[config.mk]
export PLATFORM = sky130hd
export DESIGN_NAME = decimal_ascii_formatter
export DESIGN_NICKNAME = d
export VERILOG_FILES = /design/src/rtl/core/daf_pkg.sv /design/src/rtl/core/decimal_ascii_formatter.sv
export SDC_FILE = /design/constraint.sdc
export NUM_CORES = 1
export LEC_CHECK = 0
export BUFFER_PORTS_ARGS = -buffer_cell sky130_fd_sc_hd__buf_2
export CAP_MARGIN = 20
export CORE_ASPECT_RATIO = 1.75
export CORE_MARGIN = 5
export CORE_UTILIZATION = 60
export CTS_CLUSTER_SIZE = 28
export DETAILED_ROUTE_END_ITERATION = 16
export PLACE_DENSITY = 0.78
export SETUP_SLACK_MARGIN = 0.5
export SLEW_MARGIN = 5
export SYNTH_ARGS = -nofsm -noshare
export SYNTH_HDL_FRONTEND = slang
export SYNTH_SLANG_ARGS = --single-unit
[constraint.sdc]
create_clock -name i_clk -period 8.8 [get_ports i_clk]
set_clock_uncertainty 0.1 [all_clocks]
set_input_delay 0.44 -clock i_clk [delete_from_list [all_inputs] [get_ports i_clk]]
set_output_delay 0.44 -clock i_clk [all_outputs]
set_load 0.005 [all_outputs]
[src/rtl/core/daf_pkg.sv]
// Shared constants and conversion helpers for the decimal ASCII formatter.
package daf_pkg;

    localparam int VALUE_W         = 24;
    localparam int CHAR_W          = 6;
    localparam int IN_TDATA_W      = 24;
    localparam int OUT_TDATA_W     = 8;
    localparam int CONV_DIGITS     = 8;                    // digits a 24-bit value can need
    localparam int BCD_W           = CONV_DIGITS * 4;
    localparam int DD_W            = BCD_W + VALUE_W;      // BCD digits above the binary bits
    localparam int STEPS_PER_STAGE = 8;
    localparam int DD_STAGES       = VALUE_W / STEPS_PER_STAGE;
    localparam int DIGIT_CAP       = 10;
    localparam int MAX_DIGITS_DEF  = 7;
    localparam int MIN_DIGITS_DEF  = 4;

    localparam logic [CHAR_W-1:0] ASCII_ZERO = 6'd48;

    // Largest number of n decimal digits, n capped at DIGIT_CAP (elaboration only).
    function automatic longint nines_limit(input int n);
        longint lim;
        lim = 1;
        for (int i = 0; i < n && i < DIGIT_CAP; i++) begin
            lim = lim * 10;
        end
        return lim - 1;
    endfunction

    // One shift-and-add-3 step over the packed BCD and binary word.
    function automatic logic [DD_W-1:0] dabble_step(input logic [DD_W-1:0] w);
        logic [DD_W-1:0] t;
        t = w;
        for (int d = 0; d < CONV_DIGITS; d++) begin
            if (t[VALUE_W + d*4 +: 4] >= 4'd5) begin
                t[VALUE_W + d*4 +: 4] = t[VALUE_W + d*4 +: 4] + 4'd3;
            end
        end
        return {t[DD_W-2:0], 1'b0};
    endfunction

endpackage

[src/rtl/core/decimal_ascii_formatter.sv]
// Decimal ASCII formatter: binary value in, one ASCII digit per output request out.
// The first character is valid once the value has passed the clamp stage, the three
// double-dabble stages of eight steps each, the width stage and the serializer.
// Each number is sent as max(MIN_DIGITS, significant digits) characters, up to MAX_DIGITS,
// one per cycle while i_m_tready is high; the next number loads as the last one is taken.
// Reset: synchronous, active low; clears all valid bits, data registers are not reset.
module decimal_ascii_formatter
    import daf_pkg::*;
#(
    parameter int MAX_DIGITS = MAX_DIGITS_DEF,
    parameter int MIN_DIGITS = MIN_DIGITS_DEF
) (
    input  logic                   i_clk,
    input  logic                   i_rst_n,
    input  logic                   i_s_tvalid,
    output logic                   o_s_tready,
    input  logic [IN_TDATA_W-1:0]  i_s_tdata,   // [23:0] value
    output logic                   o_m_tvalid,
    input  logic                   i_m_tready,
    output logic [OUT_TDATA_W-1:0] o_m_tdata,   // [5:0] character, [7:6] zero
    output logic                   o_m_tlast,
    output logic                   o_m_tuser    // [0] saturated
);

    localparam int     NDIG   = MAX_DIGITS;
    localparam int     MINW   = (MIN_DIGITS > NDIG) ? NDIG : MIN_DIGITS;
    localparam int     DIG_W  = NDIG * 4;
    localparam int     EXT_W  = ((NDIG > CONV_DIGITS) ? NDIG : CONV_DIGITS) * 4;
    localparam int     CNT_W  = $clog2(NDIG + 1);
    localparam int     SH_W   = $clog2(DIG_W + 1);
    localparam longint LIM    = nines_limit(NDIG);
    localparam bit     SAT_EN = (LIM < (64'd1 << VALUE_W));
    localparam logic [VALUE_W-1:0] LIM_V = SAT_EN ? LIM[VALUE_W-1:0] : '1;
    localparam logic [CNT_W-1:0]   MINW_C = CNT_W'(MINW);

    // clamp stage (index 0) and double-dabble stages
    logic [DD_W-1:0] r_dd  [0:DD_STAGES];
    logic [DD_W-1:0] n_dd  [0:DD_STAGES];
    logic            r_v   [0:DD_STAGES];
    logic            r_sat [0:DD_STAGES];
    logic            rdy   [0:DD_STAGES];

    // width stage
    logic             r_l_valid;
    logic [DIG_W-1:0] r_l_digits;
    logic [CNT_W-1:0] r_l_cnt;
    logic             r_l_sat;
    logic [DIG_W-1:0] n_l_digits;
    logic [CNT_W-1:0] n_l_cnt;
    logic             l_ready;

    // serializer
    logic             r_s_valid;
    logic [DIG_W-1:0] r_s_digits;
    logic [CNT_W-1:0] r_s_cnt;
    logic             r_s_sat;
    logic             ser_load;
    logic             ser_done;
    logic [SH_W-1:0]  load_sh;
    logic [3:0]       top_digit;

    logic [VALUE_W-1:0] in_value;
    logic               in_sat;

    // clamp values beyond the widest printable number
    always_comb begin
        in_value = i_s_tdata[VALUE_W-1:0];
        in_sat   = SAT_EN && (in_value > LIM_V);
        if (in_sat) begin
            in_value = LIM_V;
        end
    end

    always_comb begin
        logic [DD_W-1:0] t;
        n_dd[0] = {{BCD_W{1'b0}}, in_value};
        for (int s = 1; s <= DD_STAGES; s++) begin
            t = r_dd[s-1];
            for (int j = 0; j < STEPS_PER_STAGE; j++) begin
                t = dabble_step(t);
            end
            n_dd[s] = t;
        end
    end

    // a stage takes new data when empty or when its content moves on
    always_comb begin
        rdy[DD_STAGES] = !r_v[DD_STAGES] || l_ready;
        for (int s = DD_STAGES - 1; s >= 0; s--) begin
            rdy[s] = !r_v[s] || rdy[s+1];
        end
    end

    assign o_s_tready = rdy[0];

    always_ff @(posedge i_clk) begin
        if (rdy[0]) begin
            r_dd[0]  <= n_dd[0];
            r_sat[0] <= in_sat;
        end
        for (int s = 1; s <= DD_STAGES; s++) begin
            if (rdy[s]) begin
                r_dd[s]  <= n_dd[s];
                r_sat[s] <= r_sat[s-1];
            end
        end
        if (!i_rst_n) begin
            for (int s = 0; s <= DD_STAGES; s++) begin
                r_v[s] <= 1'b0;
            end
        end else begin
            if (rdy[0]) begin
                r_v[0] <= i_s_tvalid;
            end
            for (int s = 1; s <= DD_STAGES; s++) begin
                if (rdy[s]) begin
                    r_v[s] <= r_v[s-1];
                end
            end
        end
    end

    // count characters: significant digits, never below the minimum width
    always_comb begin
        logic [EXT_W-1:0] bcd_ext;
        logic [CNT_W-1:0] nz;
        bcd_ext    = EXT_W'(r_dd[DD_STAGES][DD_W-1 -: BCD_W]);
        n_l_digits = bcd_ext[DIG_W-1:0];
        nz         = '0;
        for (int k = 0; k < NDIG; k++) begin
            if (n_l_digits[k*4 +: 4] != 4'd0) begin
                nz = CNT_W'(k + 1);
            end
        end
        n_l_cnt = (nz < MINW_C) ? MINW_C : nz;
    end

    assign ser_done = r_s_valid && i_m_tready && (r_s_cnt == CNT_W'(1));
    assign ser_load = r_l_valid && (!r_s_valid || ser_done);
    assign l_ready  = !r_l_valid || ser_load;
    assign load_sh  = SH_W'((NDIG - int'(r_l_cnt)) * 4);

    always_ff @(posedge i_clk) begin
        if (l_ready) begin
            r_l_digits <= n_l_digits;
            r_l_cnt    <= n_l_cnt;
            r_l_sat    <= r_sat[DD_STAGES];
        end
        if (!i_rst_n) begin
            r_l_valid <= 1'b0;
        end else if (l_ready) begin
            r_l_valid <= r_v[DD_STAGES];
        end
    end

    // serializer: first character sits in the top digit, shift up after each request
    always_ff @(posedge i_clk) begin
        if (ser_load) begin
            r_s_digits <= r_l_digits << load_sh;
            r_s_cnt    <= r_l_cnt;
            r_s_sat    <= r_l_sat;
        end else if (r_s_valid && i_m_tready) begin
            r_s_digits <= r_s_digits << 4;
            r_s_cnt    <= r_s_cnt - CNT_W'(1);
        end
        if (!i_rst_n) begin
            r_s_valid <= 1'b0;
        end else if (ser_load) begin
            r_s_valid <= 1'b1;
        end else if (ser_done) begin
            r_s_valid <= 1'b0;
        end
    end

    assign top_digit  = r_s_digits[DIG_W-1 -: 4];
    assign o_m_tvalid = r_s_valid;
    assign o_m_tdata  = OUT_TDATA_W'(ASCII_ZERO + CHAR_W'(top_digit));
    assign o_m_tlast  = (r_s_cnt == CNT_W'(1));
    assign o_m_tuser  = r_s_sat;

    a_ser_cnt_range: assert property (@(posedge i_clk) disable iff (!i_rst_n)
        o_m_tvalid |-> (r_s_cnt != '0) && (r_s_cnt <= CNT_W'(NDIG)))
        else $error("serializer count out of range");

    a_digit_decimal: assert property (@(posedge i_clk) disable iff (!i_rst_n)
        o_m_tvalid |-> (top_digit <= 4'd9))
        else $error("non-decimal digit at output");

    a_min_width: assert property (@(posedge i_clk) disable iff (!i_rst_n)
        r_l_valid |-> (r_l_cnt >= MINW_C))
        else $error("character count below minimum width");

    a_sat_clamped: assert property (@(posedge i_clk) disable iff (!i_rst_n)
        (r_v[0] && r_sat[0]) |-> (r_dd[0][VALUE_W-1:0] == LIM_V))
        else $error("saturated value not clamped");

endmodule

### After elaboration in Yosys (flattened, before gate mapping)

Memories as Yosys holds them, arrays and structs flattened. A register that Yosys moved wholly into a read port is not among the register bits.
Cells that the tools add are included.

| storage, ports and cells | value |
|---|---|
| register bits | 65 |
| bits in writable memories | 232 |
| input bits | 28 |
| output and inout port bits | 12 |
| logic and storage cells | 656 |
| memories | 3 |

Memory list:

| memory | words | width | read ports | clocked after Yosys merged registers in | wr ports | line | text |
|---|---|---|---|---|---|---|---|
| r_dd | 4 | 56 | 4 | 0 | 4 | decimal_ascii_formatter.sv:37 | `logic [DD_W-1:0] r_dd [0:DD_STAGES];` |
| r_sat | 4 | 1 | 4 | 1 | 4 | decimal_ascii_formatter.sv:40 | `logic r_sat [0:DD_STAGES];` |
| r_v | 4 | 1 | 4 | 0 | 4 | decimal_ascii_formatter.sv:39 | `logic r_v [0:DD_STAGES];` |

| operators by class | value |
|---|---|
| $add $sub $neg | 195 |
| $lt $le $gt $ge | 194 |
| eq/ne operators | 1 |
| shift operators | 1 |
| multiplexer cells | 227 |
| bitwise gates (word level) | 4 |
| reductions and logical operators | 24 |

Operator list:

| cell | count |
|---|---|
| $ge 4x3->1 const B | 192 |
| $add 4x2->4 const B | 168 |
| $mux 4 | 168 |
| $mux 3 | 32 |
| $add 3x2->3 const B | 24 |
| $mux 28 | 2 |
| $reduce_bool 4->1 | 7 |
| $shl 28x5->28 | 1 |
| $gt 24x24->1 const B | 1 |
| $mux 1 | 24 |
| $mux 24 | 1 |
| $add 6x4->7 const A | 1 |
| $logic_not 1->1 | 6 |
| $logic_or 1x1->1 | 6 |
| $or 1x1->1 | 4 |
| $reduce_bool 2->1 | 2 |
| $eq 3x1->1 const B | 1 |
| $logic_and 1x1->1 | 3 |
| $lt 3x3->1 const B | 1 |
| $sub 3x1->3 const B | 1 |
| $sub 3x3->3 const A | 1 |

### Depth between registers and ports, before layout

Gate-level depths: netlist (run 1).
An unclocked memory read counts as a cell.

| depth | value |
|---|---|
| depth after elaboration | 17 |
| gate-level depth with buffers | 37 |
| depth with buffers taken out | 36 |

### Least setup slack after synthesis (run 1)

Ideal clock, no wire load.

| path | value |
|---|---|
| kind | register to register |
| start | memory r_dd[1][28] (netlist bit) |
| end | memory r_dd[2][37] (netlist bit) (data pin) |
| setup time | 0.256 ns |
| arrival time | 6.179 ns |
| required time | 8.444 ns |
| setup slack | 2.265 ns |
| stages on the path, launching flop included | 36 |
| buffers on the path | 0 |
| clock period less this slack | 6.535 ns |
| path through | edfxtp_1 inv_1 ha_1 nand2b_1 or3b_2 and2_1 nand2_1 ha_1 a21oi_1 inv_1 and3_1 or2_2 inv_1 ha_1 nor3_1 o21bai_1 mux2_2 inv_1 ha_1 o21ai_0 a22oi_2 inv_1 ha_1 or4_1 a311oi_1 a311oi_2 o21ai_1 xnor2_1 inv_1 ha_1 nor2_1 nor2_1 a211oi_1 o32a_1 o21ai_1 a22o_1 |

RTL lines:

| item | line |
|---|---|
| start: declaration | decimal_ascii_formatter.sv:37 |

==> results of run 1 <==
## metal layers
layer  up-vias  routed length [µm]
met3       100                 846
met4         0                1420
met5         -                   0
met1      7401               14600
li1       7810                   -
met2       315               22100
## registers in the layout, summed over array words and instances, names as in the netlist
| register | flops |
|---|---|
| o_m_tuser | 1 |
| r_dd | 107 |
| r_sat | 4 |
| r_l_cnt | 3 |
| r_s_cnt | 3 |
| r_s_digits | 28 |
| r_l_digits | 28 |
| r_v | 4 |
| r_l_sat | 1 |
| r_l_valid | 1 |
| o_m_tvalid | 1 |
## worst register-to-register path: cells and delay by family, from the launching register on
kind / cells / cell delay (ns)
xor gates and xnor gates: 1 / 0.41
adders and majority gates: 5 / 1.69
buffers and inverters: 5 / 0.64
and+or+nand+nor: 6 / 1.28
DFF: 1 / 0.59
AOI/OAI and AO/OA: 12 / 2.46
## final timing paths
check | from | to | slack (ns)
setup / recovery | r_dd[2][24] | r_dd[3][36] | 1.36
hold / removal | i_s_tdata[23] | r_dd[0][23] | 0.12
setup reg to reg | r_dd[2][24] | r_dd[3][36] | 1.36
hold reg to reg | r_dd[3][36] | r_l_digits[12] | 0.32
## stage by stage
stage          instance area (µm²)  hold WS, ns
3_5_place_dp                 18200        0.305
4_1_cts                      18900       0.0995
3_3_place_gp                 18200        0.302
6_report                     18900        0.117
2_1_floorplan                17900        0.300
5_1_grt                      18900        0.112
## cell type report
type                       count  area (µm²)
multi-input combinational   1699       11700
fill                        2456       10500
sequential                   181        5390
tap                          382         478
inverter                     115         434
clock buffer                  18         429
timing repair buffer          48         293
clock inverter                14         185
## layout by cell type, fill, tap and decap left out, types with 31 or more instances in the layout
cell	n
a21oi_1	150
o211ai_1	41
nand3_1	63
buf_2	35
inv_1	108
edfxtp_1	176
nor2_1	170
and2_1	40
xnor2_1	41
ha_1	76
nand2_1	202
mux2i_1	64
nor3_1	50
mux2_2	31
nand2b_1	52
o21ai_0	115
o21ai_1	31
## cells by family (layout without fill, tap and decap cells)
group | count (synthesis) | count (layout) | synth area share
AOI/OAI and AO/OA | 733 | 733 | 0.298
and+or+nand+nor | 715 | 715 | 0.197
buffers and inverters | 211 | 195 | 0.0491
DFF | 181 | 181 | 0.300
muxes | 106 | 106 | 0.0647
adders and majority gates | 80 | 80 | 0.0553
xor gates and xnor gates | 60 | 60 | 0.0347
other | 2 | 5 | 0.000419
==> impl_metrics.toml, run 1 <==
[min_path]
hp-class = "primary input to register"
whs_path_depth = 1

[placed_design]
detailed_place_hpwl_um = 30100
port-buffer-count = 35
dp_cells = 2424
dp_slack_ns = 1.47
finalWeightedCongestion = 0.946

[floorplan]
die_y_um = 239
dieArea_um2 = 33600
core_region_area_um2 = 29400
ios = 40
die_w_um = 141
start_util = 0.610
fp-row-count = 83

[synthesis]
syn_area_um2 = 17900
synth-edff-count = 176
avgSynthCellArea_um2 = 8.59
yosys_warnings = 0
synthCells = 2088
synth_common_cells = "nand2_1, edfxtp_1, nor2_1, a21oi_1, o21ai_0"
ys_ff_latch = 181
synthDistinctLibCells = 135
yosysMostFrequentCell = "nand2_1"
ys_top_cells_by_area = "edfxtp_1, ha_1, nand2_1"
synthFlopType = "edfxtp_1"
synth_area_leader_cell = "edfxtp_1"
ys_seq_area_frac = 0.300
async_flop_share = 0
synth_top_area_share = 0.295

[job]
maxCapViolCount = 0

[worst_setup_path]
crit_family = "compound AO/OA/AOI/OAI gates"
slowest_delay_ns = 0.59
arrival_ns = 7.52
critPathCaptureType = "register"
cp_common_cell = "ha_1"
cp_max_fo = 17
cp_num_buf_inv = 5
required_ns = 8.88
cp.depth = 29
cp-start-kind = "register"
critical_path_class = "register to register"
worstRegToRegCells = 29
cp_slowest_cell = "edfxtp_1"

[global_routing]
antenna_found_initial = 0
grt_pass1_wl_um = 65900
met2_usage = 0.468
grt_util_met3 = 0.0264
grt_busiest_layer = "met2"
use_met1 = 0.221
grt_pass1_vias = 15097
gr-total-overflow = 0
grt_max_degree = 57
track_usage = 0.228

[sta]
hold_viol = 0
rsz0062_at_grt = "no"
maxSlewHeadroom = 0.343
min_period_ns = 7.44
worst_pin_slew_ns = 0.981
period_share = 0.845
fmax_mhz = 134
finalMaxSlewViolations = 0
finalSetupViolations = 0
setup_tns_ns = 0
setup_slack_ns = 1.36

[outcome]
status = "completed"

[drt]
wire_per_inst_um = 15.8
routed_wl_um = 38900
dr.pass1.iters = 5
drt-initial-drc-count = 830
drc = 0
ant_nets = 0
num_vias = 15626
viasPerCell = 6.36

[clock_network]
h-tree-depth = 4
cts.clk_slew.worst_paths_ns = 0.07
cts_resized = 0
cts_buffers = 17
post-cts-setup-buffers = 0
cts.sinks = 181
tritoncts = "done"
clock_latency_ns = 0.45
cts_root_buf = "clkbuf_16"
cts_buffer_depth = 2
cts_hold_buf = 0

[finish]
instances_no_fill = 2457
drive_gt1_frac = 0.121
post-route-util = 0.643
fin_nets = 2166
syn_to_final_growth_pct = 5.32
n_antenna_cell = 0
Power of run 1 is left out: the tool's default activity adds up to more than one toggle a clock period on the data nets, which glitch-free logic cannot reach.
==> inputs of run 2 (changes only) <==
Settings changed: CORE_UTILIZATION 60 to 59, PLACE_DENSITY 0.78 to 0.8.
Clock period 8.8 ns to 6.4 ns, I/O delays scaled along.
==> run 2 against run 1 <==
Setup slack worse by 1.3 ns. Worst hold slack worse by 0.10 ns. Register-to-register slack worse by 1.3 ns. Via count up 16%. Critical endpoint is now r_dd[2][40]. Final cell count up 11%. Routed wire length up 32%. Global-route usage up 2.8 points. Flip-flop and latch count unchanged. Count of clock-buffer cells in the layout down 1. Die area up 1.6%. Highest routed layer unchanged.
==> impl_metrics.toml, run 2 (same netlist as run 1, synthesis figures left out) <==
[sta]
finalSetupViolations = 0
finalMaxSlewViolations = 0
maxSlewHeadroom = 0.418
fmax_mhz = 158
worst_pin_slew_ns = 0.868
period_share = 0.988
hold_viol = 0
min_period_ns = 6.33
rsz0062_at_grt = "yes"

[global_routing]
grt_pass1_wl_um = 74300
grt_pass1_vias = 16820
gr-total-overflow = 0
grt_max_degree = 57
track_usage = 0.256
antenna_found_initial = 0

[worst_setup_path]
r2r_slack_ns = 0.07
worstRegToRegCells = 31
cp_max_fo = 6
reg2reg_to = "r_dd[2][40]"
cp-start-kind = "register"
slowest_delay_ns = 0.48
cp_slowest_cell = "or4_4"
crit_family = "compound AO/OA/AOI/OAI gates"
critical_path_class = "register to register"
required_ns = 6.51
critPathCaptureType = "register"
arrival_ns = 6.43
timing.rr.start = "r_dd[1][25]"
cp_num_buf_inv = 6
cp_common_cell = "inv_2"

[placed_design]
detailed_place_hpwl_um = 31300
dp_cells = 2494
port-buffer-count = 35
finalWeightedCongestion = 0.922

[finish]
n_fill_cell = 1965
syn_to_final_growth_pct = 26.8
layout_common_cells = "buf_4, nand2_1, edfxtp_1"
drive_gt1_frac = 0.335
top_regs = "r_dd (107), r_l_digits (28), r_s_digits (28)"
largest_reg_flops = 107
instances_no_fill = 2737
mostFrequentLayoutCell = "buf_4"
register_area_um2 = 5390
multiInputGateArea_um2 = 13400
n_antenna_cell = 0
post-route-util = 0.756
fin_nets = 2442
top_register = "r_dd"

[clock_network]
cts_buffers = 17
h-tree-depth = 4
cts.clk_slew.worst_paths_ns = 0.08
cts_root_buf = "clkbuf_16"
tritoncts = "done"
cts_buffer_depth = 2
clock_latency_ns = 0.46
cts.sinks = 181

[floorplan]
die_y_um = 241
start_util = 0.596
core_region_area_um2 = 30100
ios = 40
dieArea_um2 = 34100
die_w_um = 142
fp-row-count = 84

[drt]
dr.pass1.iters = 8
ant_nets = 0
num_vias = 18110
drc = 0
wire_per_inst_um = 18.8
viasPerCell = 6.62
routed_wl_um = 51500
drt-initial-drc-count = 1451

[min_path]
whs_path_depth = 2
hp-class = "primary input to register"
hold_end = "r_dd[0][0]"
hp-start = "i_s_tdata[0]"

[job]
maxCapViolCount = 0

[outcome]
status = "completed"
run 2: changes by cell type in the layout (fill, tap and decap cells not counted), moves of 14 or more:
cell	previous run	this run
a21oi_1	150	117
o21ai_0	115	95
inv_1	108	74
ha_2	0	17
buf_4	12	271
nor2_1	170	151
a21oi_2	9	30
inv_2	6	34
nor2_2	3	17
ha_1	76	29
ha_4	0	30
run 2: per-stage QoR:
step | setup TNS [ns] | setup slack (ns) | hold slack [ns] | area, µm²
3_3_place_gp | 0 | 0.134 | 0.301 | 19200
4_1_cts | 0 | 0.269 | 0.00174 | 21200
5_1_grt | -1.22 | -0.200 | 0.00468 | 22700
2_1_floorplan | 0 | 0.0828 | 0.300 | 18400
6_report | 0 | 0.0739 | 0.0137 | 22700
3_5_place_dp | -1.12 | -0.261 | 0.305 | 19200
run 2: worst max-delay path by stage:
stage                           start           to  slack (ns)  cells after the start
after global routing      r_dd[1][25]  r_dd[2][40]       -0.20                     31
after detailed placement  r_dd[2][40]  r_dd[3][50]       -0.26                     35
after global placement    r_dd[2][40]  r_dd[3][50]        0.13                     35
after floorplan           r_dd[2][36]  r_dd[3][47]        0.08                     30
final                     r_dd[1][25]  r_dd[2][40]        0.07                     31
after CTS                 r_dd[1][29]  r_dd[2][37]        0.27                     35
run 2: cell type report:
cell class                 instances  share of cell area
clock buffer                      17              0.0187
clock inverter                    14             0.00815
inverter                         115              0.0199
multi-input combinational       1700               0.588
sequential                       181               0.237
tap                              387              0.0213
timing repair buffer             323               0.107
run 2: what timing repair did:
action / 4_1_cts / 5_1_grt
setup endpoints to repair: 31 / 40
endpoints found under the hold margin: 2 / 0
pin swaps: 85 / 134
gates resized for setup: 129 / 175
hold buffers: 2 / 0
cloned: 0 / 1
buffers inserted: 114 / 94
run 2: metal layers:
layer | track usage | part of all wire | vias to the layer above | wire length (µm)
met5 | 0 | 0 | - | 0
met4 | 0.130 | 0.059 | 0 | 3020
met3 | 0.0282 | 0.042 | 292 | 2180
met2 | 0.521 | 0.56 | 864 | 28700
met1 | 0.245 | 0.34 | 8567 | 17600
li1 | - | - | 8387 | -
Power of run 2 is left out for the same reason.
==> inputs of run 3 (changes only) <==
Settings changed: BUFFER_PORTS_ARGS -buffer_cell sky130_fd_sc_hd__buf_2 to not set, CORE_UTILIZATION 59 to 60, DONT_BUFFER_PORTS set to 1.
==> run 3 against run 2 <==
The run now ends with negative setup slack left. Non-clock buffer count shrank 23. Count of clock-buffer cells in the layout up 1. Register-to-register slack lost 0.18 ns. Critical path depth is 6 lower. Critical path type unchanged. Largest cell class unchanged.
==> impl_metrics.toml, run 3 (same netlist as run 1, synthesis figures left out) <==
[outcome]
status = "finished, violations left"
violations = "negative setup slack"

[finish]
drive_gt1_frac = 0.318
largest_reg_flops = 107
top_register = "r_dd"
top_regs = "r_dd (107), r_l_digits (28), r_s_digits (28)"
n_antenna_cell = 0
fin_nets = 2418
n_fill_cell = 1819
mostFrequentLayoutCell = "buf_4"
syn_to_final_growth_pct = 26.5
layout_common_cells = "buf_4, nand2_1, edfxtp_1"

[sta]
rsz0062_at_grt = "yes"
setup_slack_ns = -0.102
min_period_ns = 6.50
finalMaxSlewViolations = 0
worst_pin_slew_ns = 0.986
fmax_mhz = 154
maxSlewHeadroom = 0.338
hold_viol = 0
finalSetupViolations = 4
period_share = 1.02
holdWs_ns = 0.146

[worst_setup_path]
crit_family = "compound AO/OA/AOI/OAI gates"
cp-start-kind = "register"
cp_num_buf_inv = 2
cp_common_cell = "ha_4"
cp_max_fo = 6
cp_slowest_cell = "edfxtp_1"
required_ns = 6.52
critical_path_class = "register to register"
slowest_delay_ns = 0.49
critPathCaptureType = "register"
arrival_ns = 6.62

[clock_network]
tritoncts = "done"
cts_buffer_depth = 2
cts_buffers = 17
cts.sinks = 181
clock_latency_ns = 0.46
cts_root_buf = "clkbuf_16"
cts.clk_slew.worst_paths_ns = 0.08
h-tree-depth = 4

[global_routing]
track_usage = 0.256
gr-total-overflow = 0
antenna_found_initial = 0
grt_max_degree = 57
grt_pass1_vias = 16862
grt_pass1_wl_um = 73800

[drt]
viasPerCell = 6.55
ant_nets = 0
num_vias = 17740
wire_per_inst_um = 18.4
routed_wl_um = 49900
drc = 0
drt-initial-drc-count = 1139
dr.pass1.iters = 5

[floorplan]
start_util = 0.610
fp-row-count = 83
ios = 40
core_region_area_um2 = 29400
die_y_um = 239
die_w_um = 141
dieArea_um2 = 33600

[placed_design]
port-buffer-count = 0
detailed_place_hpwl_um = 30900
finalWeightedCongestion = 0.953

[min_path]
hp-class = "primary input to register"

[job]
maxCapViolCount = 0
## run 3: routing by layer
| layer | part of all wire | global-route usage |
|---|---|---|
| met2 | 0.56 | 0.523 |
| met5 | 0 | 0 |
| met4 | 0.057 | 0.130 |
| met3 | 0.039 | 0.0338 |
| met1 | 0.34 | 0.241 |
## run 3: stage by stage
step	area, µm²	util	setup TNS, ns	setup slack [ns]	instances
detailed placement	19000	0.646	-0.364	-0.0964	2453
CTS	21100	0.717	0	0.329	2608
finish	22700	0.771	-0.267	-0.102	2709
floorplan	18400	-	0	0.0828	2091
global route	22700	0.771	-1.26	-0.306	2709
global placement	19000	0.646	0	0.143	2453
## run 3: worst paths after layout
path                from             to  slack (ns)  cells past startpoint
max          r_dd[1][28]    r_dd[2][37]       -0.10                     25
min reg2reg  r_dd[3][28]  r_l_digits[4]        0.32                      0
min           i_m_tready     o_m_tvalid        0.15                      2
max reg2reg  r_dd[1][28]    r_dd[2][37]       -0.10                     25
## run 3: area by class of cell
cell class | instances | area [µm²] | share of cell area
repair buffers | 300 | 2410 | 0.106
well taps | 382 | 478 | 0.0211
clock buffers | 18 | 439 | 0.0194
flip-flops and latches | 181 | 5390 | 0.238
multi-input cells | 1699 | 13300 | 0.588
clock inverters | 14 | 181 | 0.00800
inverters | 115 | 453 | 0.0200
## run 3: worst register-to-register path, stage by stage, from the launching register on
cell and delay (ns):
edfxtp_1 0.49, ha_4 0.21, nand2b_4 0.14, a21oi_4 0.23, buf_4 0.16, mux2_2 0.39, o211ai_1 0.36, nand2_1 0.27
o31ai_2 0.40, a21oi_2 0.14, or3_4 0.42, and2_4 0.19, ha_4 0.16, or4_4 0.48, a311oi_2 0.24, a311oi_2 0.08
o21ai_1 0.14, xnor2_1 0.19, inv_2 0.10, ha_4 0.27, nor2_1 0.15, nor2_1 0.08, a211oi_2 0.25, o32a_1 0.29
o21ai_1 0.09, a22o_1 0.26
## run 3: timing repair
action / 4_1_cts / 5_1_grt
cloned: 0 / 1
pin swaps: 83 / 115
hold buffers: 26 / 0
gates resized for setup: 117 / 177
setup buffers: 97 / 99
endpoints found under the hold margin: 31 / 0
endpoints found under the setup margin: 32 / 37
Power of run 3 is left out for the same reason.
